===== config.mk =====
export PLATFORM = sky130hd
export DESIGN_NAME = tli_ctrl
export DESIGN_NICKNAME = d
export VERILOG_FILES = /design/src/hdl/tli_pkg.sv /design/src/hdl/tli_ctrl.sv
export SDC_FILE = /design/constraint.sdc
export NUM_CORES = 1
export LEC_CHECK = 0
export CAP_MARGIN = 15
export CORE_MARGIN = 3
export CORE_UTILIZATION = 50
export DETAILED_ROUTE_END_ITERATION = 16
export DONT_BUFFER_PORTS = 1
export PLACE_DENSITY = 0.68
export SYNTH_ARGS = -nofsm -noshare
export SYNTH_HDL_FRONTEND = slang
export SYNTH_SLANG_ARGS = --single-unit

===== constraint.sdc =====
create_clock -name clk -period 2.8 [get_ports clk]
set_input_delay 0.56 -clock clk [delete_from_list [all_inputs] [get_ports clk]]
set_output_delay 0.56 -clock clk [all_outputs]
set_load 0.005 [all_outputs]

===== src/hdl/tli_pkg.sv =====
// tli_pkg: shared types and constants for the table linear interpolator.
// Controller states, datapath command/status words, fixed field widths.
// No dependencies.
package tli_pkg;

  localparam int unsigned XW        = 32;  // Q16.16 word width
  localparam int unsigned IDX_W     = 10;  // load index width
  localparam int unsigned CNT_W     = 11;  // entry_count register width
  localparam int unsigned DIV_STEPS = 34;  // quotient bits produced by the divider
  localparam int unsigned DIV_CNT_W = 6;

  localparam logic [CNT_W-1:0] CNT_RESET = 11'd2;
  localparam logic [CNT_W-1:0] CNT_MIN   = 11'd2;

  localparam logic [XW-1:0] Q_MAX = 32'h7FFF_FFFF;
  localparam logic [XW-1:0] Q_MIN = 32'h8000_0000;

  localparam logic ACT_LOAD  = 1'b0;
  localparam logic ACT_QUERY = 1'b1;

  typedef enum logic [3:0] {
    ST_IDLE,
    ST_RD_LAST,
    ST_RANGE,
    ST_SRCH_RD,
    ST_SRCH_CMP,
    ST_SEG_HI,
    ST_DIFF,
    ST_MUL,
    ST_PREP,
    ST_DIV,
    ST_FINISH
  } state_t;

  // table read address select
  typedef enum logic [2:0] {
    RD_ZERO,
    RD_LAST,
    RD_MID,
    RD_LO,
    RD_LO1
  } rd_sel_t;

  typedef struct packed {
    rd_sel_t rd_sel;
    logic    load_wr;
    logic    cap_query;
    logic    chk_low;
    logic    chk_high;
    logic    srch_init;
    logic    srch_upd;
    logic    cap_seg0;
    logic    cap_seg1;
    logic    mul;
    logic    prep;
    logic    div_step;
    logic    finish;
  } cmd_t;

  typedef struct packed {
    logic outside;
    logic narrow;
    logic skip_div;
  } sts_t;

endpackage


===== src/hdl/tli_ctrl.sv =====
// tli_ctrl: sequencer for load, range check, binary search, multiply and divide.
// Drives tli_dp through cmd_t and reads sts_t back. Uses tli_pkg.
module tli_ctrl (
  input  logic          clk,
  input  logic          rst_n,
  input  logic          start,
  input  logic          in_action,
  input  tli_pkg::sts_t sts,
  output tli_pkg::cmd_t cmd,
  output logic          busy
);

  tli_pkg::state_t state_r, state_nxt;
  logic [tli_pkg::DIV_CNT_W-1:0] div_cnt_r, div_cnt_nxt;
  logic accept;

  assign busy   = (state_r != tli_pkg::ST_IDLE);
  assign accept = start && !busy;

  always_ff @(posedge clk) begin
    if (!rst_n) begin
      state_r   <= tli_pkg::ST_IDLE;
      div_cnt_r <= '0;
    end else begin
      state_r   <= state_nxt;
      div_cnt_r <= div_cnt_nxt;
    end
  end

  // next state
  always_comb begin
    state_nxt   = state_r;
    div_cnt_nxt = div_cnt_r;
    case (state_r)
      tli_pkg::ST_IDLE: begin
        if (accept && in_action == tli_pkg::ACT_QUERY) state_nxt = tli_pkg::ST_RD_LAST;
      end
      tli_pkg::ST_RD_LAST: state_nxt = tli_pkg::ST_RANGE;
      tli_pkg::ST_RANGE: begin
        state_nxt = sts.outside ? tli_pkg::ST_FINISH : tli_pkg::ST_SRCH_RD;
      end
      tli_pkg::ST_SRCH_RD: begin
        state_nxt = sts.narrow ? tli_pkg::ST_SEG_HI : tli_pkg::ST_SRCH_CMP;
      end
      tli_pkg::ST_SRCH_CMP: state_nxt = tli_pkg::ST_SRCH_RD;
      tli_pkg::ST_SEG_HI:   state_nxt = tli_pkg::ST_DIFF;
      tli_pkg::ST_DIFF:     state_nxt = tli_pkg::ST_MUL;
      tli_pkg::ST_MUL:      state_nxt = tli_pkg::ST_PREP;
      tli_pkg::ST_PREP: begin
        div_cnt_nxt = tli_pkg::DIV_CNT_W'(tli_pkg::DIV_STEPS - 1);
        state_nxt   = sts.skip_div ? tli_pkg::ST_FINISH : tli_pkg::ST_DIV;
      end
      tli_pkg::ST_DIV: begin
        if (div_cnt_r == '0) begin
          state_nxt = tli_pkg::ST_FINISH;
        end else begin
          div_cnt_nxt = div_cnt_r - 1'b1;
        end
      end
      tli_pkg::ST_FINISH: state_nxt = tli_pkg::ST_IDLE;
      default:            state_nxt = tli_pkg::ST_IDLE;
    endcase
  end

  // command outputs
  always_comb begin
    cmd        = '0;
    cmd.rd_sel = tli_pkg::RD_ZERO;
    case (state_r)
      tli_pkg::ST_IDLE: begin
        cmd.load_wr   = accept && (in_action == tli_pkg::ACT_LOAD);
        cmd.cap_query = accept && (in_action == tli_pkg::ACT_QUERY);
      end
      tli_pkg::ST_RD_LAST: begin
        cmd.rd_sel  = tli_pkg::RD_LAST;
        cmd.chk_low = 1'b1;
      end
      tli_pkg::ST_RANGE: begin
        cmd.chk_high  = 1'b1;
        cmd.srch_init = 1'b1;
      end
      tli_pkg::ST_SRCH_RD: begin
        cmd.rd_sel = sts.narrow ? tli_pkg::RD_LO : tli_pkg::RD_MID;
      end
      tli_pkg::ST_SRCH_CMP: cmd.srch_upd = 1'b1;
      tli_pkg::ST_SEG_HI: begin
        cmd.rd_sel   = tli_pkg::RD_LO1;
        cmd.cap_seg0 = 1'b1;
      end
      tli_pkg::ST_DIFF:   cmd.cap_seg1 = 1'b1;
      tli_pkg::ST_MUL:    cmd.mul      = 1'b1;
      tli_pkg::ST_PREP:   cmd.prep     = 1'b1;
      tli_pkg::ST_DIV:    cmd.div_step = 1'b1;
      tli_pkg::ST_FINISH: cmd.finish   = 1'b1;
      default: ;
    endcase
  end

  a_query_starts: assert property (@(posedge clk) disable iff (!rst_n)
    (state_r == tli_pkg::ST_IDLE && start && in_action == tli_pkg::ACT_QUERY)
      |=> state_r == tli_pkg::ST_RD_LAST)
    else $error("accepted query did not start the sequence");

  a_load_stays_idle: assert property (@(posedge clk) disable iff (!rst_n)
    (state_r == tli_pkg::ST_IDLE && start && in_action == tli_pkg::ACT_LOAD)
      |=> state_r == tli_pkg::ST_IDLE)
    else $error("load word left the controller busy");

  a_div_len: assert property (@(posedge clk) disable iff (!rst_n)
    (state_r == tli_pkg::ST_PREP && !sts.skip_div)
      |=> (state_r == tli_pkg::ST_DIV &&
           div_cnt_r == tli_pkg::DIV_CNT_W'(tli_pkg::DIV_STEPS - 1)))
    else $error("divider not armed with full step count");

endmodule


==> flow_summary.html, run 1 <==
<table>
<tr><th>Metric</th><th>Value</th></tr>
<tr><th colspan="2">GRT</th></tr>
<tr><td>Maximum number of pins on one net before global-route repair</td><td>18</td></tr>
<tr><td>Antenna violations before repair</td><td>0</td></tr>
<tr><td>Residual overflow from global routing</td><td>0</td></tr>
<tr><td>Via count of the first global-routing pass</td><td>roughly 530</td></tr>
<tr><td>GRT Util Overall</td><td>between 10% and 20%</td></tr>
<tr><td>Wire length of the first global-routing pass</td><td>2235 um</td></tr>
<tr><th colspan="2">Die</th></tr>
<tr><td>Site Rows</td><td>13</td></tr>
<tr><td>Top-level port count</td><td>23</td></tr>
<tr><td>Starting utilization of the core area</td><td>a little over half</td></tr>
<tr><td>Die extent in y</td><td>roughly 44 um</td></tr>
<tr><td>Die X-Extent</td><td>roughly 44 um</td></tr>
<tr><td>Full die area</td><td>between 1500 and 2000 um2</td></tr>
<tr><td>Core box area</td><td>approximately 1300 um2</td></tr>
<tr><th colspan="2">Final layout</th></tr>
<tr><td>Number of nets in the layout</td><td>approximately 110</td></tr>
<tr><td>Multi-input logic area</td><td>approximately 450 um2</td></tr>
<tr><td>Diodes inserted</td><td>0</td></tr>
<tr><td>Filler cell count in the final layout</td><td>about 130</td></tr>
<tr><td>Fraction of layout instances using a drive strength above 1</td><td>~6.4%</td></tr>
<tr><td>Layout Area Growth over Synthesis</td><td>-0.5182%</td></tr>
<tr><td>Post-layout utilization of the core</td><td>between 50% and 60%</td></tr>
<tr><td>Sequential standard cell area</td><td>approximately 200 um2</td></tr>
<tr><th colspan="2">Placement</th></tr>
<tr><td>Number of I/O port buffers</td><td>0</td></tr>
<tr><td>HPWL after detailed placement</td><td>1060 um</td></tr>
<tr><td>Routability congestion estimate</td><td>around 0.77</td></tr>
<tr><th colspan="2">Setup path</th></tr>
<tr><td>Critical-path cell list</td><td>nor4b_1</td></tr>
<tr><td>Largest driver fanout on the critical path</td><td>15</td></tr>
<tr><td>Setup crit start kind</td><td>flip-flop</td></tr>
<tr><td>Crit Path Category</td><td>flip-flop to output pin</td></tr>
<tr><td>Slowest cell on crit path</td><td>nor4b_1</td></tr>
<tr><td>Cell count of the worst reg-to-reg path</td><td>6</td></tr>
<tr><td>Required time worst endpoint</td><td>between 2 and 2.5 ns</td></tr>
<tr><td>Total number of cells along the worst setup path</td><td>1</td></tr>
<tr><td>Critical Path End Type</td><td>output pin</td></tr>
<tr><td>CP top delay family</td><td>simple AND/OR/NAND/NOR gates</td></tr>
<tr><td>Crit path buffers/inverters</td><td>0</td></tr>
<tr><td>Arr. time, crit path</td><td>~1.6 ns</td></tr>
<tr><td>Biggest cell delay along the critical path</td><td>roughly 0.67 ns</td></tr>
<tr><th colspan="2">Min path</th></tr>
<tr><td>Worst hold path cell count</td><td>2</td></tr>
<tr><td>Class of the tightest hold or removal check</td><td>input port to flip-flop</td></tr>
<tr><th colspan="2">Yosys</th></tr>
<tr><td>Post-Syn Instances</td><td>just under 100</td></tr>
<tr><td>Unique cell type count in the Yosys netlist</td><td>33</td></tr>
<tr><td>Avg Inst Size Synth</td><td>7.318 um2</td></tr>
<tr><td>Post-synthesis sequential area ratio</td><td>between 20% and 30%</td></tr>
<tr><td>Post-Synthesis Cell Area</td><td>around 720 um2</td></tr>
<tr><td>Synthesis-stage register bit count</td><td>10</td></tr>
<tr><td>Syn Nets</td><td>108</td></tr>
<tr><td>Count of synthesis-stage warnings from yosys</td><td>0</td></tr>
<tr><th colspan="2">CTS</th></tr>
<tr><td>Clock sinks</td><td>10</td></tr>
<tr><td>CTS Root Buffer Type</td><td>clkbuf_4</td></tr>
<tr><td>H-tree lvl count</td><td>1</td></tr>
<tr><td>Post-CTS sizing</td><td>0</td></tr>
<tr><td>Clock network latency to the later pin of the worst-skew pair</td><td>about 0.26 ns</td></tr>
<tr><td>Clock-pin transition on the worst setup and hold timing paths</td><td>0.07 ns</td></tr>
<tr><td>Hold buffer count at cts</td><td>0</td></tr>
<tr><td>Count of buffers added by post-CTS timing repair for setup</td><td>0</td></tr>
<tr><td>Total clock buffers created by CTS</td><td>3</td></tr>
<tr><td>Number of buffers between clock root and the deepest sink</td><td>2</td></tr>
<tr><td>TritonCTS clock tree</td><td>built</td></tr>
<tr><th colspan="2">STA</th></tr>
<tr><td>Unrepaired setup endpoints after global routing</td><td>false</td></tr>
<tr><td>Crit share post-route</td><td>~75%</td></tr>
<tr><td>Count of endpoints failing setup in the final report</td><td>0</td></tr>
<tr><td>Total negative slack</td><td>0 ns</td></tr>
<tr><td>Post-layout min period</td><td>between 2 and 2.5 ns</td></tr>
<tr><td>Final hold violations</td><td>0</td></tr>
<tr><td>Maximum clock frequency</td><td>approximately 470 MHz</td></tr>
<tr><td>Clock skew after layout</td><td>~0.0058 ns</td></tr>
<tr><td>Number of pins with negative max-slew slack in the final report</td><td>0</td></tr>
<tr><td>Actual transition at the worst max-transition pin</td><td>0.7387 ns</td></tr>
<tr><td>Max-Slew Margin vs Limit</td><td>roughly 50%</td></tr>
<tr><th colspan="2">Job</th></tr>
<tr><td>Number of maximum-capacitance constraint violations</td><td>0</td></tr>
<tr><th colspan="2">Detailed routing</th></tr>
<tr><td>Via-per-instance ratio</td><td>around 5.9</td></tr>
<tr><td>Residual antenna-violating net count after detailed routing</td><td>0</td></tr>
<tr><td>Detailed-route DRC error count</td><td>0</td></tr>
<tr><td>DRT Pass-1 Iters</td><td>4</td></tr>
<tr><td>Total wirelength of the detailed-routed design</td><td>1453 um</td></tr>
<tr><td>Detailed Route Iter0 Violations</td><td>19</td></tr>
<tr><td>Vias</td><td>640</td></tr>
<tr><td>Wire length per cell</td><td>approximately 13 um</td></tr>
<tr><th colspan="2">Power and ir drop</th></tr>
<tr><td>Peak supply drop</td><td>approximately 0.23 mV</td></tr>
<tr><td>Power density normalized to cell area</td><td>just over 400 nW/um2</td></tr>
<tr><td>Leakage power figure</td><td>around 0.28 nW</td></tr>
<tr><th colspan="2">Outcome</th></tr>
<tr><td>Run status</td><td>completed</td></tr>
</table>
-- power by group --
group	leakage (nW)	switching (mW)	internal [mW]	total, mW
clock network	0.0138	0.0503	0.0496	0.0999
registers	0.0808	0.0109	0.146	0.157
logic	0.187	0.0197	0.0163	0.0360
-- metrics by stage --
stage | std cells | power (mW) | cell area (um2) | hold WS (ns) | worst slack (ns)
final | 109 | 0.2924 | 720.7 | 0.4088 | 0.6884
after detailed placement | 106 | 0.1961 | 698.2 | 0.4831 | 0.9011
after CTS | 109 | 0.2952 | 720.7 | 0.4125 | 0.6633
after global placement | 106 | 0.1956 | 698.2 | 0.4794 | 0.9840
after floorplan | 99 | 0.1928 | 724.4 | 0.4577 | 1.033
after global routing | 109 | 0.3081 | 720.7 | 0.4136 | 0.5439
-- layout make-up --
class                           instances  share of cell area [%]
Multi-Input combinational cell         74                   62.85
Tap cell                               15                   2.604
Inverter                                7                   3.646
Sequential cell                        10                   27.78
Clock buffer                            3                   3.125
-- synth_stat cells --
master      n  share of area [%]
and4bb_2    1                1.7
buf_6       1                1.6
nor3b_1     2                2.1
or4_1       1                1.0
nor3_1      5                3.5
o2111ai_1   1                1.2
nand2b_4    1                1.9
o32ai_1     1                1.2
ha_1        2                3.5
nor4b_1     1                1.2
and3_1      1               0.86
a31oi_1     1               0.86
nand2_1    12                6.2
nand3b_1    1                1.0
a21boi_0    4                4.1
nand2b_1    4                3.5
o31ai_1     1                1.0
a21oi_1     6                4.1
buf_4       2                2.1
nor2_1      8                4.1
or3_1       4                3.5
o211ai_1    1                1.0
clkbuf_1    5                2.6
xor2_1      1                1.2
nand3_1     2                1.4
dfxtp_1    10                 28
o22ai_1     1               0.86
nor4_1      2                1.7
o21ai_0     6                4.1
inv_1       7                3.6
a21o_1      1                1.0
a311o_4     1                2.8
nor2b_1     2                1.7
-- worst paths after layout --
path,end,startpoint,slack [ns]
setup / recovery,cmd[2],state_r[3],0.69
hold / removal,state_r[0],rst_n,0.41
setup reg to reg,div_cnt_r[2],div_cnt_r[0],0.85
hold reg to reg,div_cnt_r[3],div_cnt_r[3],0.49
-- layout by cell type, fill, tap and decap left out --
master      n
a21boi_0    4
a311o_4     1
a31oi_1     1
nand3_1     2
a21o_1      1
o32ai_1     1
inv_1       7
nor3b_1     2
or3_1       4
nand2b_4    1
nor2_1      8
nor2b_1     2
nand3b_1    1
nor3_1      5
and3_1      1
nand2_1    12
nor4_1      2
dfxtp_1    10
or4_1       1
ha_1        2
nor4b_1     1
o31ai_1     1
o21ai_0     6
o22ai_1     1
a21oi_1     6
and4bb_2    1
clkbuf_4    3
o211ai_1    1
o2111ai_1   1
nand2b_1    4
xor2_1      1
-- worst register-to-register path: stages (launching register included) --
cell	delay, ns
dfxtp_1	0.39
inv_1	0.10
ha_1	0.22
nor2b_1	0.15
a311o_4	0.45
or4_1	0.49
nand2_1	0.09
-- registers in the layout (all words and copies together) (netlist names) --
signal / cells
div_cnt_r: 6
state_r: 4
-- per-layer routing --
layer | wire length, um | vias to the layer above | track usage [%]
met5 | 0 | - | 0
li1 | - | 337 | -
met4 | 0 | 0 | 4.217
met1 | 716 | 286 | 21.34
met2 | 645 | 17 | 22.09
met3 | 92 | 0 | 4.065
-- logic make-up after synthesis --
family	after synthesis	share of synthesized area [%]
XOR/XNOR	1	1.209
AND/OR/NAND/NOR	47	35.40
flip-flops	10	27.63
buffers and inverters	15	9.845
adder cells (fa/ha/maj)	2	3.454
AO/OA/AOI/OAI	24	22.46
No activity file was read; power rests on OpenSTA's default activity.
==> run 2: changes to the inputs <==
- PLACE_DENSITY: 0.68 -> 0.71
- clock period: 2.8 -> 1.8 ns (I/O delays scaled with it)
==> run 2 against run 1 <==
Global-route usage increased by 2.5 points; non-clock buffer count increased by 8; flip-flop and latch count unchanged; design area increased by 12%; combinational power increased by 79%; final cell count increased by 8.3%; critical path type is now flip-flop to flip-flop; largest power group unchanged.
==> flow_summary.html, run 2 (synthesis results as in run 1) <==
<table>
<tr><th>Metric</th><th>Value</th></tr>
<tr><th colspan="2">STA</th></tr>
<tr><td>Clock skew after layout</td><td>roughly 0.0088 ns</td></tr>
<tr><td>Number of pins with negative max-slew slack in the final report</td><td>0</td></tr>
<tr><td>Actual transition at the worst max-transition pin</td><td>around 0.46 ns</td></tr>
<tr><td>Hold_ws</td><td>between 0.2 and 0.25 ns</td></tr>
<tr><td>Final hold violations</td><td>0</td></tr>
<tr><td>Count of endpoints failing setup in the final report</td><td>0</td></tr>
<tr><td>Crit share post-route</td><td>between 90% and 100%</td></tr>
<tr><td>Total negative slack</td><td>0 ns</td></tr>
<tr><td>Maximum clock frequency</td><td>594.8 MHz</td></tr>
<tr><td>Unrepaired setup endpoints after global routing</td><td>false</td></tr>
<tr><td>Max-Slew Margin vs Limit</td><td>between 60% and 70%</td></tr>
<tr><td>Post-layout min period</td><td>approximately 1.7 ns</td></tr>
<tr><th colspan="2">Power and ir drop</th></tr>
<tr><td>Power density normalized to cell area</td><td>~630 nW/um2</td></tr>
<tr><td>Total power</td><td>0.5075 mW</td></tr>
<tr><td>Share of total power in the clock network</td><td>between 30% and 40%</td></tr>
<tr><td>Leakage power figure</td><td>~0.33 nW</td></tr>
<tr><td>Fraction of power spent switching nets</td><td>approximately 25%</td></tr>
<tr><td>Power spent charging and discharging nets</td><td>between 0.1 and 0.15 mW</td></tr>
<tr><td>Share of total power in combinational logic</td><td>around an eighth</td></tr>
<tr><td>Peak supply drop</td><td>around 0.40 mV</td></tr>
<tr><td>Internal cell power</td><td>approximately 0.38 mW</td></tr>
<tr><td>Sequential cell fraction of total power</td><td>around 48%</td></tr>
<tr><th colspan="2">Die</th></tr>
<tr><td>Die extent in y</td><td>between 40 and 50 um</td></tr>
<tr><td>Top-level port count</td><td>23</td></tr>
<tr><td>Core box area</td><td>1334 um2</td></tr>
<tr><td>Full die area</td><td>slightly below 2000 um2</td></tr>
<tr><td>Starting utilization of the core area</td><td>a little over half</td></tr>
<tr><td>Die X-Extent</td><td>44.07 um</td></tr>
<tr><td>Site Rows</td><td>13</td></tr>
<tr><th colspan="2">CTS</th></tr>
<tr><td>Clock sinks</td><td>10</td></tr>
<tr><td>Count of buffers added by post-CTS timing repair for setup</td><td>0</td></tr>
<tr><td>TritonCTS clock tree</td><td>built</td></tr>
<tr><td>Clock network latency to the later pin of the worst-skew pair</td><td>around 0.27 ns</td></tr>
<tr><td>Number of buffers between clock root and the deepest sink</td><td>2</td></tr>
<tr><td>Clock-pin transition on the worst setup and hold timing paths</td><td>about 0.07 ns</td></tr>
<tr><td>Total clock buffers created by CTS</td><td>3</td></tr>
<tr><td>H-tree lvl count</td><td>1</td></tr>
<tr><td>CTS Root Buffer Type</td><td>clkbuf_4</td></tr>
<tr><th colspan="2">Final layout</th></tr>
<tr><td>Number of flip-flops under the largest register name</td><td>6</td></tr>
<tr><td>Top reg by flops</td><td>div_cnt_r</td></tr>
<tr><td>Leading cell types in the layout, fill and taps excluded</td><td>nand2_1, nor2_1, dfxtp_1, buf_4, inv_1</td></tr>
<tr><td>Final standard cell area without fillers</td><td>approximately 810 um2</td></tr>
<tr><td>Post-layout utilization of the core</td><td>about 60%</td></tr>
<tr><td>Sequential standard cell area</td><td>around 210 um2</td></tr>
<tr><td>Multi-input logic area</td><td>about 460 um2</td></tr>
<tr><td>Fraction of layout instances using a drive strength above 1</td><td>between 10% and 20%</td></tr>
<tr><td>Layout Area Growth over Synthesis</td><td>11.23%</td></tr>
<tr><td>Filler cell count in the final layout</td><td>~130</td></tr>
<tr><td>Largest registers in the final layout</td><td>div_cnt_r x6, state_r x4</td></tr>
<tr><td>Most common library cell in the layout ignoring fill and taps</td><td>nand2_1</td></tr>
<tr><td>Diodes inserted</td><td>0</td></tr>
<tr><td>Number of nets in the layout</td><td>around 110</td></tr>
<tr><th colspan="2">Detailed routing</th></tr>
<tr><td>Total wirelength of the detailed-routed design</td><td>around 1500 um</td></tr>
<tr><td>Detailed-route DRC error count</td><td>0</td></tr>
<tr><td>Vias</td><td>around 700</td></tr>
<tr><td>Via-per-instance ratio</td><td>a little under 6</td></tr>
<tr><td>Wire length per cell</td><td>around 13 um</td></tr>
<tr><td>Residual antenna-violating net count after detailed routing</td><td>0</td></tr>
<tr><td>Detailed Route Iter0 Violations</td><td>22</td></tr>
<tr><td>DRT Pass-1 Iters</td><td>4</td></tr>
<tr><th colspan="2">Setup path</th></tr>
<tr><td>Critical Path End Type</td><td>flip-flop</td></tr>
<tr><td>Setup crit start kind</td><td>flip-flop</td></tr>
<tr><td>Largest driver fanout on the critical path</td><td>8</td></tr>
<tr><td>Required time worst endpoint</td><td>approximately 2 ns</td></tr>
<tr><td>Arr. time, crit path</td><td>approximately 1.9 ns</td></tr>
<tr><td>Crit Path Category</td><td>flip-flop to flip-flop</td></tr>
<tr><th colspan="2">Outcome</th></tr>
<tr><td>Run status</td><td>completed</td></tr>
<tr><th colspan="2">GRT</th></tr>
<tr><td>Via count of the first global-routing pass</td><td>around 600</td></tr>
<tr><td>Residual overflow from global routing</td><td>0</td></tr>
<tr><td>Antenna violations before repair</td><td>0</td></tr>
<tr><td>GRT Util Overall</td><td>between 15 and 20%</td></tr>
<tr><td>Maximum number of pins on one net before global-route repair</td><td>15</td></tr>
<tr><td>Wire length of the first global-routing pass</td><td>2532 um</td></tr>
<tr><th colspan="2">Placement</th></tr>
<tr><td>Routability congestion estimate</td><td>0.8032</td></tr>
<tr><td>HPWL after detailed placement</td><td>between 1000 and 1500 um</td></tr>
<tr><td>Number of I/O port buffers</td><td>0</td></tr>
<tr><td>Placed inst area</td><td>~760 um2</td></tr>
<tr><th colspan="2">Min path</th></tr>
<tr><td>Class of the tightest hold or removal check</td><td>input port to flip-flop</td></tr>
<tr><th colspan="2">Job</th></tr>
<tr><td>Number of maximum-capacitance constraint violations</td><td>0</td></tr>
</table>
## run 2: changes by cell type in the layout (fill, tap and decap cells not counted), sizes merged
cell and change:
buf +8, clkbuf +1
## run 2: through the flow
stage	setup WS, ns	instances
after floorplan	0.03270	99
after global placement	0.08394	114
after detailed placement	0.03633	114
after CTS	0.03031	118
after global routing	0.02604	118
final	0.1188	118
## run 2: final cells by class
class	count	share of cell area (%)
Clock buffer	4	4.503
Multi-Input combinational cell	74	56.99
Timing Repair Buffer	8	7.453
Tap cell	15	2.329
Sequential cell	10	25.47
Inverter	7	3.261
## run 2: metal layers
layer | global-route usage (%) | up-vias | share of wire, %
met4 | 3.614 | 0 | 0
met5 | 0 | - | 0
met1 | 21.34 | 323 | 47
met2 | 28.78 | 16 | 47
met3 | 7.317 | 0 | 6.1
li1 | - | 355 | -
## run 2: critical path, stage by stage, from the launching register on
cell and delay (ns):
dfxtp_1 0.33, inv_1 0.06, ha_1 0.20, nor2b_1 0.15
a311o_4 0.35, or4_1 0.47, nand2_1 0.08
## run 2: what timing repair did
action                     in CTS  in global routing
setup endpoints to repair       3                  6
pin swaps                       0                  1
resized for setup               2                  2
hold buffers                    0                  0
## run 2: power groups by stage
stage | clock network [mW] | logic (mW) | registers, mW
2_1_floorplan | 0 | 0.0631 | 0.237
3_3_place_gp | 0 | 0.0618 | 0.246
3_5_place_dp | 0 | 0.0632 | 0.246
4_1_cts | 0.208 | 0.0646 | 0.242
5_1_grt | 0.226 | 0.0731 | 0.245
6_report | 0.200 | 0.0645 | 0.243
## run 2: worst paths after layout
kind | end | depth (start not counted) | startpoint | slack [ns]
hold / removal | state_r[0] | 2 | rst_n | 0.21
setup / recovery | div_cnt_r[2] | 6 | div_cnt_r[0] | 0.12
hold reg to reg | div_cnt_r[3] | 2 | div_cnt_r[3] | 0.50
setup reg to reg | div_cnt_r[2] | 6 | div_cnt_r[0] | 0.12
